`src/hdl/dwmf_pkg.sv`:
```
// Shared word types and command codes for the dictionary word masking filter.
`timescale 1ns / 1ps

package dwmf_pkg;

  // Command codes carried by an input word
  localparam logic [1:0] CMD_CLEAR = 2'd0;
  localparam logic [1:0] CMD_WORD  = 2'd1;
  localparam logic [1:0] CMD_MSG   = 2'd2;

  // Mask character after reset ('*')
  localparam logic [7:0] MASK_RESET = 8'd42;

  typedef struct packed {
    logic [1:0] command;
    logic [7:0] char_value;
    logic       is_last;
  } dwmf_in_t;

  typedef struct packed {
    logic [7:0] char_out;
    logic       last_out;
  } dwmf_out_t;

endpackage

```
`src/hdl/dwmf_ram.sv`:
```
// Generic single-write, single-read RAM with registered read data.
`timescale 1ns / 1ps

module dwmf_ram #(
  parameter int WIDTH = 8,
  parameter int DEPTH = 16,
  localparam int AW   = (DEPTH > 1) ? $clog2(DEPTH) : 1
) (
  input  logic             clk,
  input  logic             wr_en,
  input  logic [AW-1:0]    wr_addr,
  input  logic [WIDTH-1:0] wr_data,
  input  logic             rd_en,
  input  logic [AW-1:0]    rd_addr,
  output logic [WIDTH-1:0] rd_data
);

  logic [WIDTH-1:0] mem [DEPTH];

  // Write port
  always_ff @(posedge clk) begin
    if (wr_en) begin
      mem[wr_addr] <= wr_data;
    end
  end

  // Registered read port
  always_ff @(posedge clk) begin
    if (rd_en) begin
      rd_data <= mem[rd_addr];
    end
  end

endmodule

```
`src/hdl/dwmf_match.sv`:
```
// Shared comparator: checks one dictionary row against the tail of the window.
`timescale 1ns / 1ps

module dwmf_match #(
  parameter int MAX_WORD_LEN = 16,
  localparam int WIN_LEN     = MAX_WORD_LEN - 1,
  localparam int CNT_W       = $clog2(MAX_WORD_LEN + 1),
  localparam int RW          = WIN_LEN * 8
) (
  input  logic               en,
  input  logic [RW-1:0]      win_chars,
  input  logic [CNT_W-1:0]   win_cnt,
  input  logic [RW-1:0]      row_chars,
  input  logic [CNT_W-1:0]   row_len,
  output logic [WIN_LEN-1:0] set_mask
);

  logic [CNT_W-1:0]   start;
  logic [RW-1:0]      aligned;
  logic [WIN_LEN-1:0] eq;
  logic               hit;

  // Line the word up so that its last byte sits on the newest window byte
  assign start   = win_cnt - row_len;
  assign aligned = row_chars << {start, 3'b000};

  genvar j;
  generate
    for (j = 0; j < WIN_LEN; j++) begin : g_pos
      localparam logic [CNT_W-1:0] JV = CNT_W'(j);
      logic in_rng;
      assign in_rng = (JV >= start) && (JV < win_cnt);
      assign eq[j]  = !in_rng || (win_chars[j*8 +: 8] == aligned[j*8 +: 8]);
    end
  endgenerate

  assign hit = en && (row_len <= win_cnt) && (row_len >= CNT_W'(2)) && (&eq);

  // Mark every matched byte after the first
  generate
    for (j = 0; j < WIN_LEN; j++) begin : g_mask
      localparam logic [CNT_W-1:0] JM = CNT_W'(j);
      assign set_mask[j] = hit && (JM > start) && (JM < win_cnt);
    end
  endgenerate

endmodule

```
`src/hdl/dictionary_word_masking_filter.sv`:
```
// Top level: dictionary loader, message window and match sequencer.
`timescale 1ns / 1ps

// Dictionary word masking filter. Command CLEAR and dictionary-word commands
// are handled in the idle state without holding the input off. A message
// word holds the input off through the insert and match states. After the
// insert step one dictionary row (all bytes plus its length) is read from the
// word RAM per cycle, for each stored dictionary word, and checked by a single
// shared comparator against the window tail in the cycle after its read. The
// sequencer then returns to idle, or to the flush state for a word marked
// last. When the evicted byte must go out, the insert step also waits for the
// output register to be free. The flush sends the bytes still held in the
// window (up to MAX_WORD_LEN-1) oldest first, one per cycle while the output
// register is free. Input is not accepted while a message word is in work. No
// clearing pass is needed after reset.
module dictionary_word_masking_filter #(
  parameter int NUM_WORDS    = 16,
  parameter int MAX_WORD_LEN = 16
) (
  input  logic                clk,
  input  logic                rst_n,
  input  logic                in_valid,
  output logic                in_ready,
  input  dwmf_pkg::dwmf_in_t  in_data,
  output logic                out_valid,
  input  logic                out_ready,
  output dwmf_pkg::dwmf_out_t out_data,
  input  logic                cfg_wr_en,
  input  logic [7:0]          cfg_wr_data
);

  import dwmf_pkg::*;

  localparam int WIN_LEN = MAX_WORD_LEN - 1;
  localparam int CNT_W   = $clog2(MAX_WORD_LEN + 1);
  localparam int IDX_W   = (WIN_LEN > 1) ? $clog2(WIN_LEN) : 1;
  localparam int WC_W    = $clog2(NUM_WORDS + 1);
  localparam int WI_W    = (NUM_WORDS > 1) ? $clog2(NUM_WORDS) : 1;
  localparam int RW      = WIN_LEN * 8;
  localparam int ROW_W   = RW + CNT_W;

  localparam logic [1:0] ST_IDLE   = 2'd0;
  localparam logic [1:0] ST_INSERT = 2'd1;
  localparam logic [1:0] ST_MATCH  = 2'd2;
  localparam logic [1:0] ST_FLUSH  = 2'd3;

  logic [1:0]         state_r,   state_nxt;
  dwmf_in_t           item_r,    item_nxt;
  logic [RW-1:0]      win_r,     win_nxt;
  logic [WIN_LEN-1:0] msk_r,     msk_nxt;
  logic [CNT_W-1:0]   cnt_r,     cnt_nxt;
  logic [WC_W-1:0]    wcnt_r,    wcnt_nxt;
  logic [CNT_W-1:0]   lpos_r,    lpos_nxt;
  logic               ldrop_r,   ldrop_nxt;
  logic [RW-1:0]      lbuf_r,    lbuf_nxt;
  logic [WC_W-1:0]    iss_r,     iss_nxt;
  logic               cmp_vld_r, cmp_vld_nxt;
  logic               out_vld_r, out_vld_nxt;
  dwmf_out_t          out_r,     out_nxt;
  logic [7:0]         mask_r;

  logic               out_free;
  logic               ld_drop;
  logic [CNT_W-1:0]   ld_pos_after;
  logic [RW-1:0]      ld_row;
  logic               ld_commit;
  logic               ram_we;
  logic               ram_rd_en;
  logic [ROW_W-1:0]   ram_rd_data;
  logic [WIN_LEN-1:0] set_mask;
  logic [7:0]         head_char;

  assign in_ready  = (state_r == ST_IDLE);
  assign out_valid = out_vld_r;
  assign out_data  = out_r;
  assign out_free  = !out_vld_r || out_ready;
  assign head_char = msk_r[0] ? mask_r : win_r[7:0];

  // Dictionary load: decide whether this byte is kept and whether the word commits
  assign ld_drop = ldrop_r || (wcnt_r >= WC_W'(NUM_WORDS)) || (lpos_r >= CNT_W'(WIN_LEN));
  assign ld_pos_after = ld_drop ? lpos_r : (lpos_r + 1'b1);
  assign ld_commit    = !ld_drop && (ld_pos_after >= CNT_W'(2));

  always_comb begin
    ld_row = lbuf_r;
    if (!ld_drop) begin
      ld_row[{lpos_r[IDX_W-1:0], 3'b000} +: 8] = in_data.char_value;
    end
  end

  // Word rows: stored bytes with the word length on top
  dwmf_ram #(
    .WIDTH(ROW_W),
    .DEPTH(NUM_WORDS)
  ) u_word_ram (
    .clk    (clk),
    .wr_en  (ram_we),
    .wr_addr(wcnt_r[WI_W-1:0]),
    .wr_data({ld_pos_after, ld_row}),
    .rd_en  (ram_rd_en),
    .rd_addr(iss_r[WI_W-1:0]),
    .rd_data(ram_rd_data)
  );

  dwmf_match #(
    .MAX_WORD_LEN(MAX_WORD_LEN)
  ) u_match (
    .en       (cmp_vld_r),
    .win_chars(win_r),
    .win_cnt  (cnt_r),
    .row_chars(ram_rd_data[RW-1:0]),
    .row_len  (ram_rd_data[RW +: CNT_W]),
    .set_mask (set_mask)
  );

  // Sequencer and datapath next state
  always_comb begin
    state_nxt   = state_r;
    item_nxt    = item_r;
    win_nxt     = win_r;
    msk_nxt     = msk_r;
    cnt_nxt     = cnt_r;
    wcnt_nxt    = wcnt_r;
    lpos_nxt    = lpos_r;
    ldrop_nxt   = ldrop_r;
    lbuf_nxt    = lbuf_r;
    iss_nxt     = iss_r;
    cmp_vld_nxt = 1'b0;
    out_vld_nxt = out_vld_r && !out_ready;
    out_nxt     = out_r;
    ram_we      = 1'b0;
    ram_rd_en   = 1'b0;

    case (state_r)
      ST_IDLE: begin
        if (in_valid) begin
          item_nxt = in_data;
          case (in_data.command)
            CMD_CLEAR: begin
              wcnt_nxt  = '0;
              lpos_nxt  = '0;
              ldrop_nxt = 1'b0;
            end
            CMD_WORD: begin
              lbuf_nxt = ld_row;
              if (in_data.is_last) begin
                if (ld_commit) begin
                  ram_we   = 1'b1;
                  wcnt_nxt = wcnt_r + 1'b1;
                end
                lpos_nxt  = '0;
                ldrop_nxt = 1'b0;
              end else begin
                lpos_nxt  = ld_pos_after;
                ldrop_nxt = ld_drop;
              end
            end
            CMD_MSG: begin
              state_nxt = ST_INSERT;
            end
            default: begin
            end
          endcase
        end
      end

      ST_INSERT: begin
        if (cnt_r == CNT_W'(WIN_LEN)) begin
          // Window full: evict the oldest byte, then append
          if (out_free) begin
            out_nxt.char_out = head_char;
            out_nxt.last_out = 1'b0;
            out_vld_nxt      = 1'b1;
            win_nxt          = win_r >> 8;
            win_nxt[(WIN_LEN-1)*8 +: 8] = item_r.char_value;
            msk_nxt          = msk_r >> 1;
            iss_nxt          = '0;
            state_nxt        = ST_MATCH;
          end
        end else begin
          win_nxt[{cnt_r[IDX_W-1:0], 3'b000} +: 8] = item_r.char_value;
          msk_nxt[cnt_r[IDX_W-1:0]] = 1'b0;
          cnt_nxt   = cnt_r + 1'b1;
          iss_nxt   = '0;
          state_nxt = ST_MATCH;
        end
      end

      ST_MATCH: begin
        // Issue one row read per cycle; compare the row read last cycle
        msk_nxt = msk_r | set_mask;
        if (iss_r < wcnt_r) begin
          ram_rd_en   = 1'b1;
          iss_nxt     = iss_r + 1'b1;
          cmp_vld_nxt = 1'b1;
        end else if (!cmp_vld_r) begin
          state_nxt = item_r.is_last ? ST_FLUSH : ST_IDLE;
        end
      end

      ST_FLUSH: begin
        // Drain the window oldest first
        if (out_free) begin
          out_nxt.char_out = head_char;
          out_nxt.last_out = (cnt_r == CNT_W'(1));
          out_vld_nxt      = 1'b1;
          win_nxt          = win_r >> 8;
          msk_nxt          = msk_r >> 1;
          cnt_nxt          = cnt_r - 1'b1;
          if (cnt_r == CNT_W'(1)) begin
            state_nxt = ST_IDLE;
          end
        end
      end

      default: begin
        state_nxt = ST_IDLE;
      end
    endcase
  end

  // Control registers
  always_ff @(posedge clk) begin
    if (!rst_n) begin
      state_r   <= ST_IDLE;
      msk_r     <= '0;
      cnt_r     <= '0;
      wcnt_r    <= '0;
      lpos_r    <= '0;
      ldrop_r   <= 1'b0;
      iss_r     <= '0;
      cmp_vld_r <= 1'b0;
      out_vld_r <= 1'b0;
    end else begin
      state_r   <= state_nxt;
      msk_r     <= msk_nxt;
      cnt_r     <= cnt_nxt;
      wcnt_r    <= wcnt_nxt;
      lpos_r    <= lpos_nxt;
      ldrop_r   <= ldrop_nxt;
      iss_r     <= iss_nxt;
      cmp_vld_r <= cmp_vld_nxt;
      out_vld_r <= out_vld_nxt;
    end
  end

  // Payload registers
  always_ff @(posedge clk) begin
    item_r <= item_nxt;
    win_r  <= win_nxt;
    lbuf_r <= lbuf_nxt;
    out_r  <= out_nxt;
  end

  // Mask character register
  always_ff @(posedge clk) begin
    if (!rst_n) begin
      mask_r <= MASK_RESET;
    end else if (cfg_wr_en) begin
      mask_r <= cfg_wr_data;
    end
  end

  // A message word keeps the block busy on the next cycle
  a_msg_busy: assert property (@(posedge clk) disable iff (!rst_n)
    (in_valid && in_ready && (in_data.command == CMD_MSG)) |=> !in_ready)
    else $error("input taken while a message word is in work");

  // The window never holds more than its length
  a_win_bound: assert property (@(posedge clk) disable iff (!rst_n)
    cnt_r <= CNT_W'(WIN_LEN))
    else $error("window count overflow");

  // The dictionary never holds more than its capacity
  a_dict_bound: assert property (@(posedge clk) disable iff (!rst_n)
    wcnt_r <= WC_W'(NUM_WORDS))
    else $error("word count overflow");

  // Sending the final byte empties the window
  a_flush_end: assert property (@(posedge clk) disable iff (!rst_n)
    ((state_r == ST_FLUSH) && out_free && (cnt_r == CNT_W'(1)))
      |=> ((cnt_r == '0) && out_valid && out_data.last_out))
    else $error("window not empty after final byte");

  // The matcher only runs while the sequencer is matching
  a_cmp_state: assert property (@(posedge clk) disable iff (!rst_n)
    cmp_vld_r |-> (state_r == ST_MATCH))
    else $error("comparison outside match phase");

endmodule
```
`config.mk`:
```
export PLATFORM = sky130hd
export DESIGN_NAME = dictionary_word_masking_filter
export DESIGN_NICKNAME = d
export VERILOG_FILES = /design/src/hdl/dwmf_pkg.sv /design/src/hdl/dwmf_ram.sv /design/src/hdl/dwmf_match.sv /design/src/hdl/dictionary_word_masking_filter.sv
export SDC_FILE = /design/constraint.sdc
export NUM_CORES = 2
export LEC_CHECK = 0
export BUFFER_PORTS_ARGS = -buffer_cell sky130_fd_sc_hd__buf_2
export CAP_MARGIN = 40
export CORE_MARGIN = 3
export CORE_UTILIZATION = 48
export CTS_BUF_LIST = sky130_fd_sc_hd__clkbuf_8
export DETAILED_ROUTE_END_ITERATION = 10
export PLACE_DENSITY_LB_ADDON = 0.12
export RECOVER_POWER = 100
export SLEW_MARGIN = 10
export SYNTH_ARGS = -nofsm -noshare
export SYNTH_HDL_FRONTEND = slang
export SYNTH_SLANG_ARGS = --single-unit
```
`constraint.sdc`:
```
create_clock -name clk -period 24.6 [get_ports clk]
set_input_delay 4.92 -clock clk [delete_from_list [all_inputs] [get_ports clk]]
set_output_delay 4.92 -clock clk [all_outputs]
set_load 0.02 [all_outputs]
```
# After elaboration in Yosys (flattened, before gate mapping)
# Memory sizes are Yosys's and may differ from the RTL's. A register that Yosys moved wholly into a read port is not among the register bits.
# Index checks and enable logic that the tools add are counted.
# totals
reg_bits	306
latchBits	0
ramBits	2000
romBits	0
in_bits	24
out_inout_bits	11
n_memories	1
# mem_list
name	depth	width	read_ports	rd_ports_with_merged_regs	write_ports	line	text
u_word_ram.mem	16	125	1	1	1	dwmf_ram.sv:18	logic [WIDTH-1:0] mem [DEPTH];
# op_classes
addsub	8
mul	0
div	0
n_lt_le_gt_ge	53
n_eq_ne	35
n_shift	5
muxes	54
bitwise_logic	3
n_reduce_logical	103
# ops
op	n
$mux W120	4
$bwmux W120	2
$pmux W120 S2	1
$shift A8 B9 Y120 const A	2
$shiftx A8 B9 Y120	2
$eq A8 B8 Y1	15
$shl A120 B8 Y120	1
$logic_and A1 B1 Y1	51
$mux W5	9
$pmux W15 S3	1
$pmux W5 S2	4
$ge A4 B5 Y1 const A	7
$gt A4 B5 Y1 const A	7
$lt A4 B5 Y1 const A	7
$mux W15	2
$mux W9	3
$ne A2 B2 Y1 const B	11
$add A5 B1 Y5 const B	4
$ge A3 B5 Y1 const A	4
$gt A3 B5 Y1 const A	4
$lt A3 B5 Y1 const A	4
$logic_not A1 Y1	18
$logic_or A1 B1 Y1	18
$mux W2	9
40 further kinds	71

# Longest topological paths before layout
# logic_depth
word_depth	13
depth_mapped	21
mapped_depth_nobuf	15

# Hierarchy
# A second synthesis with hierarchy kept.
# hier_totals
cells_unflattened	5650
area_unflattened_um2	102278.1
# modules_own_cells
mod	n_inst	cells_each	area_per_inst_um2	seq_area_each_um2
dwmf_ram	1	3265	78890.7	63811.2
dictionary_word_masking_filter	1	1178	14059.7	8708.4
dwmf_match	1	1207	9327.7	0.0

# Least setup slack after synthesis
# Ideal clock, no wire load.
# synth_timing
kind	in2reg
from	input port in_valid
to	memory u_word_ram.mem[1][0] (netlist bit) (enable)
setup_time_ps	762
arrival_time_ps	14001
required_time_ps	23838
slack_ps	9837
stages	6
n_path_buf	0
path_cell_list	nand2_1 > nor2_1 > nand2_1 > nor2_1 > nand2_1 > nor3_1
# synth_between
elab_chain_len	4
# synth_rtl
item	line	text
start, declared	dictionary_word_masking_filter.sv:22	input logic in_valid,
$mux W1	dictionary_word_masking_filter.sv:136	if (in_valid) begin
$mux W1	dictionary_word_masking_filter.sv:134	case (state_r)
$mux W1	dwmf_ram.sv:22	if (wr_en) begin
$mux W1 (not written as such)	dwmf_ram.sv:23	mem[wr_addr] <= wr_data;
end, declared	dwmf_ram.sv:18	
# Every way passes these cells.

# Worst setup path after layout
# layout_timing
from	register iss_r[1]
to	register u_word_ram.rd_data[73], read port of u_word_ram.mem (data pin)
# layout_between
elab_chain_len	3
# layout_rtl
item	line	text
start, declared	dictionary_word_masking_filter.sv:56	logic [WC_W-1:0] iss_r, iss_nxt;
start signal, assigned	dictionary_word_masking_filter.sv:241	iss_r <= iss_nxt;
$lt A5 B5 Y1	dictionary_word_masking_filter.sv:192	if (iss_r < wcnt_r) begin
$mux W1	dictionary_word_masking_filter.sv:192	
$mux W1	-	
end, declared	dwmf_ram.sv:15	output logic [WIDTH-1:0] rd_data
# Several ways; a longest one is shown, not always the timed one.
# A chain may end at the register's enable or synchronous reset.

==> run metrics <==
CP dominant cell by count clkbuf_1; placer congestion estimate 0.967; Leak 33.1 nW; FILL cells 16200; effective utilization at floorplan 0.486; most numerous cell in the Yosys netlist edfxtp_1; Max rail drop VDD 56.9 µV; WS Path Type flop to flop; capture point of the worst reg-to-reg path u_word_ram.rd_data[73]; commonest cells in the synthesized netlist edfxtp_1, mux4_2, nand2_1; Yosys top cell area share 0.715; Resized Gates After CTS 0; Avg Synthesized Cell Area 19.8 µm²; core area 206000 µm²; final net count 5474; critical path endpoint u_word_ram.rd_data[73]; CTS tree done; distinct cell type count after synthesis 102; RSZ-0062 raised after global routing false; CTS buffer count 405; antenna violations before repair 22; pin count of the biggest net entering global routing 99; CTS Root Buffer Type clkbuf_8; violated checks capacitance limit, slew limit; number of synthesized flops with an enable pin 2383; site row count 166; number of global-route vias before repair 53100; main flop type after synthesis edfxtp_1; Setup crit start kind flop; largest cells by area after synthesis edfxtp_1, mux4_2, mux2i_1; Data arrival, critical path 13.69 ns; Post-Synthesis Cells 5051; via count 53100; DR pass1 iterations 5; dpl hpwl 169 mm; Residual DRC 0; Max Cap Violations 81; H-tree levels 5; Reg2Reg Depth 6; final setup fails 0; f_max 0.0771 GHz; hold_sp mask_r[3]; Vias per Instance 6.26; Util after Layout 0.538; crit path max fanout 50; Tightest Pin Transition 8.85 ns; flops & latches, synth 2431; GRT overflow 0; Final Max Slew Viols 3179; PwrDens 77.6 nW/µm²; Clock Latency Late Sink 1.05 ns; Max Root-Sink Buffers 4; Die X 462 µm; Fin. Hold Viols 0; wire length per cell 32.9 µm; layout overhead on the synthesized area 10.7%; Total GRT Usage 0.260; setup TNS 0 ns; worst r2r src iss_r[1]; synth warn 0; I/O Buffers 34; Die Height 462 µm; hold_buf cts 0; worst path required time 25.31 ns; CP Cell Sequence clkbuf_1 -> clkbuf_1 -> clkbuf_1 -> clkbuf_1 -> mux4_2 -> mux4_2; critical path's slowest cell clkbuf_1; Worst-path clk slew 0.06 ns; Hold Crit Class flop to flop; Antenna Nets Post-Route 0; Final Skew 0.0652 ns; Post-Syn Area 100000 µm²; post-CTS setup repair buffer count 0; worst rel slew slack -4.90; flop2flop setup slack 11.62 ns; post-synth top area cell edfxtp_1; crit share post-route 0.528; Async SR Flop Fraction 0; CP peak stage delay 2.63 ns; layout cells sized above 1 0.235; Crit. End Element flop; register area share after synthesis 0.725; Min Clock Period, post-route 12.98 ns; outcome complete, but fails checks; Num Clock Sinks 2431; die area 214000 µm²; detailed-route wire length 280 mm; I/O Pins 35; Initial DRC Count 6696; global-route wire length before repair 400 mm; Mapped Nets 5102; Worst Setup SP iss_r[1]
cell type report:
cell class	instances	area (µm²)	area share
antenna	14	35.0	0.000316
clock buffer	414	5700	0.0514
clock inverter	273	1380	0.0124
inverter	38	145	0.00131
multi-input combinational	2291	26100	0.235
sequential	2431	72500	0.655
tap	2772	3470	0.0313
timing repair buffer	256	1450	0.0131
cell usage in the layout (no fill, tap or decap), types with 64 or more instances in the layout:
| master | Yosys | routed |
|---|---|---|
| clkbuf_8 | 0 | 414 |
| mux2_1 | 0 | 64 |
| mux2i_1 | 133 | 133 |
| edfxtp_1 | 2383 | 2383 |
| clkinv_1 | 0 | 74 |
| nand2_1 | 327 | 327 |
| mux4_2 | 684 | 684 |
| clkbuf_1 | 171 | 166 |
| nor2_1 | 155 | 146 |
| a21oi_1 | 134 | 134 |
| o21ai_0 | 153 | 154 |
| inv_1 | 38 | 173 |
stage by stage:
step,cell area [µm²],power [mW],setup slack [ns],instances,hold WS [ns]
2_1_floorplan,100000,5.20,9.84,5051,0.436
3_3_place_gp,104000,5.44,15.04,7739,0.462
3_5_place_dp,105000,5.45,15.59,7785,0.461
4_1_cts,112000,8.66,16.73,8472,0.478
5_1_grt,111000,8.91,9.62,8479,0.492
6_report,111000,8.60,11.62,8489,0.472
cells by family (layout without fill, tap and decap cells):
logic type,count (synthesis),in the layout,share of synthesized area
simple gates,705,705,0.0323
buf+inv,329,981,0.0153
compound gates,545,545,0.0365
fa+ha+maj,27,27,0.00345
other cells,0,14,0
xor+xnor,101,101,0.00884
mux,913,913,0.178
flops,2431,2431,0.725
critical path: cells and delay by family, from the launching register on:
kind / cells / cell delay (ns)
mux: 2 / 1.09
flops: 1 / 1.30
buf+inv: 4 / 10.02
state kept, by name (all words and copies together), names as in the netlist, 8 cells and up:
register / flops
out_data: 9
u_word_ram.mem: 2000
win_r: 120
mask_r: 8
item_r: 9
u_word_ram.rd_data: 125
msk_r: 15
lbuf_r: 120
per-layer routing:
metal / up-vias / global-route usage / part of all wire
met3: 490 / 0.0496 / 0.081
met2: 2464 / 0.400 / 0.47
met5: - / 0 / 0
met1: 28400 / 0.384 / 0.42
met4: 0 / 0.0758 / 0.029
li1: 21800 / - / -
where the power goes:
group          total [mW]  switching, mW  internal, mW  leakage (nW)
registers            4.60         0.0307          4.57          21.0
clock network        3.21           1.57          1.65          4.16
logic               0.788          0.522         0.266          7.90
total                8.60           2.12          6.48          33.1
worst min path at each step:
stage | to | slack [ns] | cells after the start
3_5_place_dp | mask_r[3] | 0.46 | 2
4_1_cts | mask_r[3] | 0.48 | 2
6_report | mask_r[3] | 0.47 | 2
5_1_grt | mask_r[1] | 0.49 | 2
2_1_floorplan | mask_r[1] | 0.44 | 2
3_3_place_gp | mask_r[3] | 0.46 | 2
Power figures use the tool's default switching activity.
